===== config.mk =====
export PLATFORM = sky130hd
export DESIGN_NAME = ciphertext_feedback_bit_cipher_unit
export DESIGN_NICKNAME = d
export VERILOG_FILES = /design/src/hdl/cfbc_pkg.sv /design/src/hdl/ciphertext_feedback_bit_cipher_unit.sv /design/src/hdl/cfbc_cfg.sv /design/src/hdl/cfbc_keygen.sv
export VERILOG_INCLUDE_DIRS = /design/src /design/src/hdl
export SDC_FILE = /design/constraint.sdc
export NUM_CORES = 1
export LEC_CHECK = 0
export BUFFER_PORTS_ARGS = -buffer_cell sky130_fd_sc_hd__buf_4
export CAP_MARGIN = 10
export CORE_MARGIN = 2
export CORE_UTILIZATION = 45
export DETAILED_ROUTE_END_ITERATION = 10
export SETUP_SLACK_MARGIN = 0.15
export SLEW_MARGIN = 20
export SYNTH_ARGS = -nofsm -noshare
export SYNTH_HDL_FRONTEND = slang
export SYNTH_SLANG_ARGS = --single-unit

===== constraint.sdc =====
create_clock -name i_clk -period 6.5 [get_ports i_clk]
set_clock_uncertainty 0.15 [all_clocks]
set_input_delay 0.325 -clock i_clk [delete_from_list [all_inputs] [get_ports i_clk]]
set_output_delay 0.325 -clock i_clk [all_outputs]
set_load 0.01 [all_outputs]

===== src/hdl/assert_macros.svh =====
// Assertion helpers shared by the top-level unit and cfbc_cfg.
`ifndef ASSERT_MACROS_SVH
`define ASSERT_MACROS_SVH

// Clocked assertion, disabled while reset is asserted.
`define ASSERT_CLK(label, clk, rst_n, prop, msg) \
    label: assert property (@(posedge clk) disable iff (!rst_n) prop) \
        else $error(msg);

// Same, on the house clock and reset.
`define ASSERT_STD(label, prop, msg) `ASSERT_CLK(label, i_clk, i_rst_n, prop, msg)

`endif


===== src/hdl/cfbc_pkg.sv =====
package cfbc_pkg;

    localparam int MAX_BLOCK_DEF = 32;
    localparam int MAX_KEY_DEF   = 64;

    localparam int BLK_W     = 6;   // block_length register
    localparam int KLEN_W    = 7;   // key_length register
    localparam int KEY_W     = 64;  // key_bits register
    localparam int POS_W     = 7;   // position count and padded length
    localparam int CFG_IDX_W = 2;
    localparam int S_TDATA_W = 8;
    localparam int M_TDATA_W = 8;

    typedef enum logic [CFG_IDX_W-1:0] {
        CFG_BLOCK_LENGTH = 2'd0,
        CFG_KEY_LENGTH   = 2'd1,
        CFG_KEY_BITS     = 2'd2,
        CFG_DIRECTION    = 2'd3
    } t_cfg_idx;

    // Configuration as seen by the key stream logic.
    typedef struct packed {
        logic [BLK_W-1:0]  block_length;
        logic [KLEN_W-1:0] key_length;
        logic [KEY_W-1:0]  key_bits;
        logic              direction;
        logic [POS_W-1:0]  padded;   // key length rounded up to a block multiple
        logic              err;      // unusable configuration
        logic              busy;     // padded length being recomputed
    } t_cfg;

endpackage


===== src/hdl/ciphertext_feedback_bit_cipher_unit.sv =====
// Items pass through the input register, then the result register.
// Throughput: one item per cycle while results drain and no config write or padding
// calc is in progress; key bit, parity and history update are combinational. A config
// write stalls input while repeated adds of block_length rebuild the padded key length.
// Reset (i_rst_n low, synchronous) loads the default config, clears all history
// and runs that same padding calc before the first item is taken.
`include "assert_macros.svh"

module ciphertext_feedback_bit_cipher_unit #(
    parameter int MAX_BLOCK = cfbc_pkg::MAX_BLOCK_DEF,  // 1..63
    parameter int MAX_KEY   = cfbc_pkg::MAX_KEY_DEF     // 2..64
) (
    input  logic                             i_clk,
    input  logic                             i_rst_n,
    // input items
    input  logic                             s_axis_tvalid,
    output logic                             s_axis_tready,
    input  logic [cfbc_pkg::S_TDATA_W-1:0]   s_axis_tdata,   // [0] data_bit, rest zero
    input  logic                             s_axis_tuser,   // [0] restart
    // result items
    output logic                             m_axis_tvalid,
    input  logic                             m_axis_tready,
    output logic [cfbc_pkg::M_TDATA_W-1:0]   m_axis_tdata,   // [0] out_bit, [1] key_bit,
                                                             // [2] config_error, rest zero
    // configuration writes
    input  logic                             i_cfg_valid,
    output logic                             o_cfg_ready,
    input  logic [cfbc_pkg::CFG_IDX_W-1:0]   i_cfg_index,
    input  logic [cfbc_pkg::KEY_W-1:0]       i_cfg_data
);
    import cfbc_pkg::*;

    t_cfg w_cfg;

    // Input register
    logic r_in_valid;
    logic r_in_data;
    logic r_in_restart;

    // Result register
    logic r_out_valid;
    logic r_out_bit;
    logic r_key_bit;
    logic r_cfg_err;

    logic w_out_free;
    logic w_advance;
    logic w_in_accept;
    logic w_out_bit;
    logic w_key_bit;
    logic w_config_error;

    // Config writes are always taken; each one restarts the padding calc.
    assign o_cfg_ready = 1'b1;

    cfbc_cfg #(
        .MAX_BLOCK (MAX_BLOCK),
        .MAX_KEY   (MAX_KEY)
    ) u_cfg (
        .i_clk      (i_clk),
        .i_rst_n    (i_rst_n),
        .i_wr_en    (i_cfg_valid),
        .i_wr_index (i_cfg_index),
        .i_wr_data  (i_cfg_data),
        .o_cfg      (w_cfg)
    );

    // The item in the input register moves on whenever the result register
    // is empty or being drained this cycle.
    assign w_out_free    = !r_out_valid || m_axis_tready;
    assign w_advance     = r_in_valid && w_out_free;
    assign s_axis_tready = (!r_in_valid || w_advance) && !w_cfg.busy && !i_cfg_valid;
    assign w_in_accept   = s_axis_tvalid && s_axis_tready;

    always_ff @(posedge i_clk) begin
        if (!i_rst_n) begin
            r_in_valid <= 1'b0;
        end else if (w_in_accept) begin
            r_in_valid <= 1'b1;
        end else if (w_advance) begin
            r_in_valid <= 1'b0;
        end
    end

    always_ff @(posedge i_clk) begin
        if (w_in_accept) begin
            r_in_data    <= s_axis_tdata[0];
            r_in_restart <= s_axis_tuser;
        end
    end

    // Key stream and history; state steps when the item advances.
    cfbc_keygen #(
        .MAX_BLOCK (MAX_BLOCK)
    ) u_keygen (
        .i_clk          (i_clk),
        .i_rst_n        (i_rst_n),
        .i_cfg          (w_cfg),
        .i_advance      (w_advance),
        .i_data_bit     (r_in_data),
        .i_restart      (r_in_restart),
        .o_out_bit      (w_out_bit),
        .o_key_bit      (w_key_bit),
        .o_config_error (w_config_error)
    );

    always_ff @(posedge i_clk) begin
        if (!i_rst_n) begin
            r_out_valid <= 1'b0;
        end else if (w_advance) begin
            r_out_valid <= 1'b1;
        end else if (m_axis_tready) begin
            r_out_valid <= 1'b0;
        end
    end

    always_ff @(posedge i_clk) begin
        if (w_advance) begin
            r_out_bit <= w_out_bit;
            r_key_bit <= w_key_bit;
            r_cfg_err <= w_config_error;
        end
    end

    assign m_axis_tvalid = r_out_valid;
    assign m_axis_tdata  = {{(M_TDATA_W-3){1'b0}}, r_cfg_err, r_key_bit, r_out_bit};

    `ASSERT_STD(a_err_zeroes, m_axis_tvalid && m_axis_tdata[2] |-> m_axis_tdata[1:0] == 2'b00, "config error result carries nonzero bits")
    `ASSERT_STD(a_full_stall, r_in_valid && m_axis_tvalid && !m_axis_tready |-> !s_axis_tready, "input taken while pipeline is full and stalled")
    `ASSERT_STD(a_out_source, $rose(m_axis_tvalid) |-> $past(r_in_valid), "result appeared without an item in the input register")

endmodule


===== src/hdl/cfbc_cfg.sv =====
`include "assert_macros.svh"

module cfbc_cfg #(
    parameter int MAX_BLOCK = cfbc_pkg::MAX_BLOCK_DEF,
    parameter int MAX_KEY   = cfbc_pkg::MAX_KEY_DEF
) (
    input  logic                                 i_clk,
    input  logic                                 i_rst_n,
    input  logic                                 i_wr_en,
    input  logic [cfbc_pkg::CFG_IDX_W-1:0]       i_wr_index,
    input  logic [cfbc_pkg::KEY_W-1:0]           i_wr_data,
    output cfbc_pkg::t_cfg                       o_cfg
);
    import cfbc_pkg::*;

    logic [BLK_W-1:0]  r_block_length;
    logic [KLEN_W-1:0] r_key_length;
    logic [KEY_W-1:0]  r_key_bits;
    logic              r_direction;
    logic              r_busy,   n_busy;
    logic [POS_W-1:0]  r_acc,    n_acc;
    logic [POS_W-1:0]  r_padded, n_padded;
    logic              w_err;

    assign w_err = (r_block_length == '0)
                || (r_block_length > BLK_W'(MAX_BLOCK))
                || (r_key_length > KLEN_W'(MAX_KEY))
                || (r_key_length <= KLEN_W'(r_block_length));

    // Padded length: add k until the key length is covered, one add per cycle; an unusable config stops it.
    always_comb begin
        n_busy   = r_busy;
        n_acc    = r_acc;
        n_padded = r_padded;
        if (i_wr_en) begin
            n_busy = 1'b1;
            n_acc  = '0;
        end else if (r_busy) begin
            if (w_err) begin
                n_busy = 1'b0;
            end else if (r_acc < POS_W'(r_key_length)) begin
                n_acc = r_acc + POS_W'(r_block_length);
            end else begin
                n_padded = r_acc;
                n_busy   = 1'b0;
            end
        end
    end

    always_ff @(posedge i_clk) begin
        if (!i_rst_n) begin
            r_block_length <= BLK_W'(1);
            r_key_length   <= KLEN_W'(2);
            r_key_bits     <= '0;
            r_direction    <= 1'b0;
            r_busy         <= 1'b1;
            r_acc          <= '0;
            r_padded       <= '0;
        end else begin
            r_busy   <= n_busy;
            r_acc    <= n_acc;
            r_padded <= n_padded;
            if (i_wr_en) begin
                case (t_cfg_idx'(i_wr_index))
                    CFG_BLOCK_LENGTH: r_block_length <= i_wr_data[BLK_W-1:0];
                    CFG_KEY_LENGTH:   r_key_length   <= i_wr_data[KLEN_W-1:0];
                    CFG_KEY_BITS:     r_key_bits     <= i_wr_data;
                    CFG_DIRECTION:    r_direction    <= i_wr_data[0];
                    default: begin
                    end
                endcase
            end
        end
    end

    assign o_cfg.block_length = r_block_length;
    assign o_cfg.key_length   = r_key_length;
    assign o_cfg.key_bits     = r_key_bits;
    assign o_cfg.direction    = r_direction;
    assign o_cfg.padded       = r_padded;
    assign o_cfg.err          = w_err;
    assign o_cfg.busy         = r_busy;

    `ASSERT_STD(a_wr_sets_busy, i_wr_en |=> r_busy, "config write did not start padding calc")
    `ASSERT_STD(a_acc_bound, r_busy && !w_err |-> 8'(r_acc) < 8'(r_key_length) + 8'(r_block_length), "padding accumulator overran")
    `ASSERT_STD(a_pad_range, $fell(r_busy) && !w_err |-> (r_padded >= POS_W'(r_key_length)) && (8'(r_padded) < 8'(r_key_length) + 8'(r_block_length)), "padded length out of range")

endmodule


===== src/hdl/cfbc_keygen.sv =====
module cfbc_keygen #(
    parameter int MAX_BLOCK = cfbc_pkg::MAX_BLOCK_DEF
) (
    input  logic           i_clk,
    input  logic           i_rst_n,
    input  cfbc_pkg::t_cfg i_cfg,
    input  logic           i_advance,
    input  logic           i_data_bit,
    input  logic           i_restart,
    output logic           o_out_bit,
    output logic           o_key_bit,
    output logic           o_config_error
);
    import cfbc_pkg::*;

    localparam int KH_W  = MAX_BLOCK + 1;
    localparam int CH_W  = MAX_BLOCK;
    localparam int KI_W  = $clog2(KH_W);
    localparam int PH_W  = (MAX_BLOCK > 1) ? $clog2(MAX_BLOCK) : 1;
    localparam int KB_IW = $clog2(KEY_W);

    logic [KH_W-1:0]  r_key_hist,    n_key_hist;
    logic [CH_W-1:0]  r_cipher_hist, n_cipher_hist;
    logic [POS_W-1:0] r_pos,         n_pos;
    logic [PH_W-1:0]  r_phase,       n_phase;

    logic [KH_W-1:0]  w_kh;
    logic [CH_W-1:0]  w_ch;
    logic [POS_W-1:0] w_pos;
    logic [PH_W-1:0]  w_ph;
    logic [PH_W-1:0]  w_ph0;
    logic [CH_W-1:0]  w_par_bits;
    logic [KI_W-1:0]  w_k_idx;
    logic             w_in_key;
    logic             w_in_pad;
    logic             w_parity;
    logic             w_kb;
    logic             w_ob;
    logic             w_cb;

    // Restart clears history before the current bit is used.
    assign w_kh  = i_restart ? '0 : r_key_hist;
    assign w_ch  = i_restart ? '0 : r_cipher_hist;
    assign w_pos = i_restart ? '0 : r_pos;
    assign w_ph  = i_restart ? '0 : r_phase;

    assign w_k_idx  = KI_W'(i_cfg.block_length);
    assign w_in_key = w_pos < POS_W'(i_cfg.key_length);
    assign w_in_pad = w_pos < i_cfg.padded;
    assign w_ph0    = (POS_W'(w_ph) >= POS_W'(i_cfg.block_length)) ? '0 : w_ph;

    always_comb begin
        for (int i = 0; i < CH_W; i++) begin
            w_par_bits[i] = w_ch[i] & (POS_W'(i) < POS_W'(i_cfg.block_length));
        end
    end
    assign w_parity = ^w_par_bits;

    always_comb begin
        if (w_in_key) begin
            w_kb = i_cfg.key_bits[w_pos[KB_IW-1:0]];
        end else if (w_in_pad || (w_ph0 != '0)) begin
            w_kb = w_kh[w_k_idx];
        end else begin
            w_kb = w_parity;
        end
    end

    assign w_ob = i_data_bit ^ w_kb;
    assign w_cb = i_cfg.direction ? i_data_bit : w_ob;

    always_comb begin
        n_key_hist    = w_kh;
        n_cipher_hist = w_ch;
        n_pos         = w_pos;
        n_phase       = w_ph;
        if (!i_cfg.err) begin
            n_key_hist    = KH_W'({w_kh, w_kb});
            n_cipher_hist = CH_W'({w_ch, w_cb});
            if (w_in_pad) begin
                n_pos   = w_pos + POS_W'(1);
                n_phase = '0;
            end else if (POS_W'(w_ph0) + POS_W'(1) >= POS_W'(i_cfg.block_length)) begin
                n_phase = '0;
            end else begin
                n_phase = w_ph0 + PH_W'(1);
            end
        end
    end

    always_ff @(posedge i_clk) begin
        if (!i_rst_n) begin
            r_key_hist    <= '0;
            r_cipher_hist <= '0;
            r_pos         <= '0;
            r_phase       <= '0;
        end else if (i_advance) begin
            r_key_hist    <= n_key_hist;
            r_cipher_hist <= n_cipher_hist;
            r_pos         <= n_pos;
            r_phase       <= n_phase;
        end
    end

    assign o_out_bit      = i_cfg.err ? 1'b0 : w_ob;
    assign o_key_bit      = i_cfg.err ? 1'b0 : w_kb;
    assign o_config_error = i_cfg.err;

endmodule


==> impl_metrics.py <==
metrics = {
    "synthesis": {
        "synth_cell_types": 69,
        "syn_avg_cell_area_sq_um": 9.05,
        "yosysSeqAreaShare_pct": 38.2,
        "synth-compound-area-share_pct": 19.0,
        "synthArstFlopShare_pct": 0,
        "synth_top_family_by_area": "simple AND/OR/NAND/NOR gates",
        "synth_seq_cells": 177,
        "yosys_warnings": 0,
        "synth_xor_area_share_pct": 3.72,
        "synthMuxAreaShare_pct": 8.32,
        "synth_top_flop_cell": "dfxtp_1",
        "syn_inst": 1041,
        "synth-simple-area-share_pct": 19.5,
        "synth-edff-count": 5,
        "synth_adder_area_share_pct": 6.06,
        "syn_area_sq_um": 9420,
    },
    "layout": {
        "area_growth_pct": 18.9,
        "nNetsFinal": 1246,
        "final_common_cell": "dfxtp_1",
        "finish.utilization_pct": 55.0,
        "layout_common_cells": "172 x dfxtp_1, 166 x nand2_1, 100 x nor2b_1",
        "drive_gt1_share_pct": 14.3,
        "diodes": 0,
    },
    "sta": {
        "fin_crit_sh_pct": 81.9,
        "max_freq_mhz": 188,
        "slew_viol_final": 0,
        "maxSlewHeadroom_pct": 28.7,
        "worstMarginPinSlew_ns": 1.07,
        "layout_min_cycle_time_ns": 5.32,
        "finalSetupTns_ns": 0,
        "hold_violations": 0,
        "finalSetupViolCount": 0,
        "rsz0062_at_grt": "no",
    },
    "pwr": {
        "power_frac_seq_pct": 47.2,
        "power_frac_comb_pct": 9.4,
        "sw_frac_of_total_pct": 26.0,
        "total_power_w": 0.00239,
        "peakVddDrop_uv": 151,
        "clkPwrFrac_pct": 43.4,
        "p_int_w": 0.00177,
        "p_leak_nw": 4.13,
        "p_per_area_nw_per_um2": 214,
        "p_switching_w": 0.000623,
    },
    "clock_tree": {
        "clk_path_buf_depth": 2,
        "htreeDepth": 4,
        "insertion_delay_ns": 0.44,
        "cts_tree": "built",
        "root_buffer": "clkbuf_16",
        "clk_pin_slew_ns": 0.07,
        "cts_sinks": 177,
        "cts_made_buffers": 17,
        "postCtsSetupRepairBufs": 0,
    },
    "placement": {
        "port_buffers": 77,
        "hpwl_um": 15000,
        "gp_congestion": 0.847,
    },
    "route": {
        "finalWirelength_um": 23000,
        "drt_first_pass_iters": 5,
        "first_iter_violations": 528,
        "vias": 7514,
        "viasPerCell": 5.35,
        "antenna_left": 0,
        "wl_per_cell_um": 16.4,
        "drc": 0,
    },
    "die": {
        "core_sq_um": 20400,
        "start_util_pct": 46.2,
        "dieArea_sq_um": 22100,
        "die_x_um": 149,
        "io-pin-count": 91,
        "die_y_um": 149,
        "rows": 52,
    },
    "critical_path": {
        "cp.required_ns": 6.70,
        "worstSetupEndpointType": "flop",
        "crit_chain": "inv_1, ha_1, a21oi_1, nor2b_1, o21ai_0, a211oi_1, or2_2, inv_1, ha_1, ha_1, a21o_1, a21o_1, a21oi_1, nor2b_1, o21ai_0, nand2_1, nor3_1, a221oi_1, nor3b_1",
        "crit_path_frequent_cell": "ha_1",
        "critPathMaxStageDelay_ns": 0.94,
        "crit_path_max_fanout": 20,
        "crit_path_start_kind": "flop",
        "worstSetupPathType": "flop to flop",
        "arrival_ns": 5.53,
        "crit_slowest_cell": "dfxtp_1",
    },
    "grt": {
        "grt_pass1_vias": 7136,
        "grt_max_degree": 127,
        "grt_pass1_wl_um": 37800,
        "grt_use_total_pct": 21.5,
        "antenna_found_initial": 0,
        "grt_overflow_total": 0,
    },
    "hold_path": {
        "hold_path_class": "input pin to flop",
    },
    "flow_run": {
        "cap_viol_max_count": 0,
    },
    "run_status": {
        "status": "complete, no violations",
    },
}
cell usage after synthesis (3+ instances only):
cell type	instances	area [sq um]
o21a_1	7	52.6
a32o_1	4	40.0
nor2_1	32	120
inv_1	27	101
xor2_1	15	131
mux2i_1	22	220
nand3_1	6	30.0
edfxtp_1	5	150
xnor2_1	18	158
a211oi_1	13	97.6
a22oi_1	63	473
dfxtp_1	172	3440
a21oi_1	30	150
clkbuf_1	55	206
nor3_1	6	30.0
nor2b_1	100	626
or2_2	4	25.0
nand4_1	6	37.5
a221oi_1	4	35.0
buf_2	12	60.1
and2_1	15	93.8
nor3b_1	6	45.0
buf_4	11	82.6
and3_1	4	25.0
nand2b_1	8	50.1
a21o_1	11	82.6
o21ai_0	27	135
mux4_2	24	541
a21boi_0	66	495
ha_1	44	551
nand2_1	166	623
o22ai_1	3	18.8
o21ai_1	4	20.0
o211ai_1	5	37.5
what timing repair did:
| action | CTS | global route |
|---|---|---|
| endpoints found under the hold margin | 50 | 0 |
| hold buffers | 50 | 0 |
| setup endpoints to repair | 0 | 0 |
| gates resized for setup | 0 | 0 |
registers in the layout, summed over array words and instances (netlist names), 5 cells and up:
name                    flops
u_keygen.r_pos              7
u_keygen.r_phase            5
u_keygen.r_key_hist        33
u_cfg.r_acc                 7
u_cfg.r_key_bits           64
u_cfg.r_block_length        6
u_cfg.r_padded              7
u_keygen.r_cipher_hist     32
u_cfg.r_key_length          7
per-layer routing:
| layer | track usage, % | up-vias | routed length [um] | share of wire [%] |
|---|---|---|---|---|
| met5 | 0 | - | 0 | 0 |
| met4 | 6.00 | 0 | 286 | 1.2 |
| met3 | 3.37 | 20 | 778 | 3.4 |
| met2 | 32.4 | 116 | 10100 | 44 |
| met1 | 31.9 | 3588 | 11800 | 51 |
| li1 | - | 3790 | - | - |
layout make-up:
class / count / area, sq um
Sequential cell: 177 / 3590
Clock buffer: 19 / 464
Timing Repair Buffer: 138 / 1160
Multi-Input combinational cell: 755 / 5380
Inverter: 32 / 123
Tap cell: 270 / 338
Clock inverter: 13 / 138
Fill cell: 1896 / 9170
metrics by stage:
step	hold slack, ns	cells	area [sq um]	setup WS, ns
floorplan	0.274	1045	9430	2.19
global placement	0.300	1322	10100	1.31
detailed placement	0.304	1322	10100	1.27
CTS	0.00472	1404	11200	1.25
global route	0.00928	1404	11200	0.682
finish	0.0165	1404	11200	1.18
critical path: cells and delay by family (launching register included):
kind	cells	cell delay, ns
adders and majority gates	3	0.96
and+or+nand+nor	6	1.29
buffers and inverters	2	0.40
DFF	1	0.94
AOI/OAI and AO/OA	8	1.51
cells by family (layout without fill, tap and decap cells):
kind of cell / Yosys count / after routing
simple gates: 368 / 368
flops: 177 / 177
compound gates: 252 / 252
xor+xnor: 36 / 36
other cells: 2 / 6
buf+inv: 113 / 202
fa+ha+maj: 45 / 45
mux: 48 / 48
final timing paths:
path                                         from                           endpoint  slack [ns]  cells past startpoint
max reg2reg  u_cfg.r_block_length[1]$_SDFFE_PN0P_   u_keygen.r_phase[2]$_SDFFE_PN0P_        1.18                     19
min reg2reg     u_cfg.r_key_bits[38]$_SDFFE_PN0P_  u_cfg.r_key_bits[38]$_SDFFE_PN0P_        0.31                      2
max          u_cfg.r_block_length[1]$_SDFFE_PN0P_   u_keygen.r_phase[2]$_SDFFE_PN0P_        1.18                     19
min                                i_cfg_data[24]  u_cfg.r_key_bits[24]$_SDFFE_PN0P_        0.02                      3
power by group through the flow:
stage / combinational (W) / clock, W / sequential [W]
2_1_floorplan: 0.000135 / 0 / 0.00114
3_3_place_gp: 0.000200 / 0 / 0.00115
3_5_place_dp: 0.000201 / 0 / 0.00115
4_1_cts: 0.000225 / 0.00106 / 0.00113
5_1_grt: 0.000249 / 0.00111 / 0.00113
6_report: 0.000225 / 0.00104 / 0.00113
No activity file was read; power rests on OpenSTA's default activity.
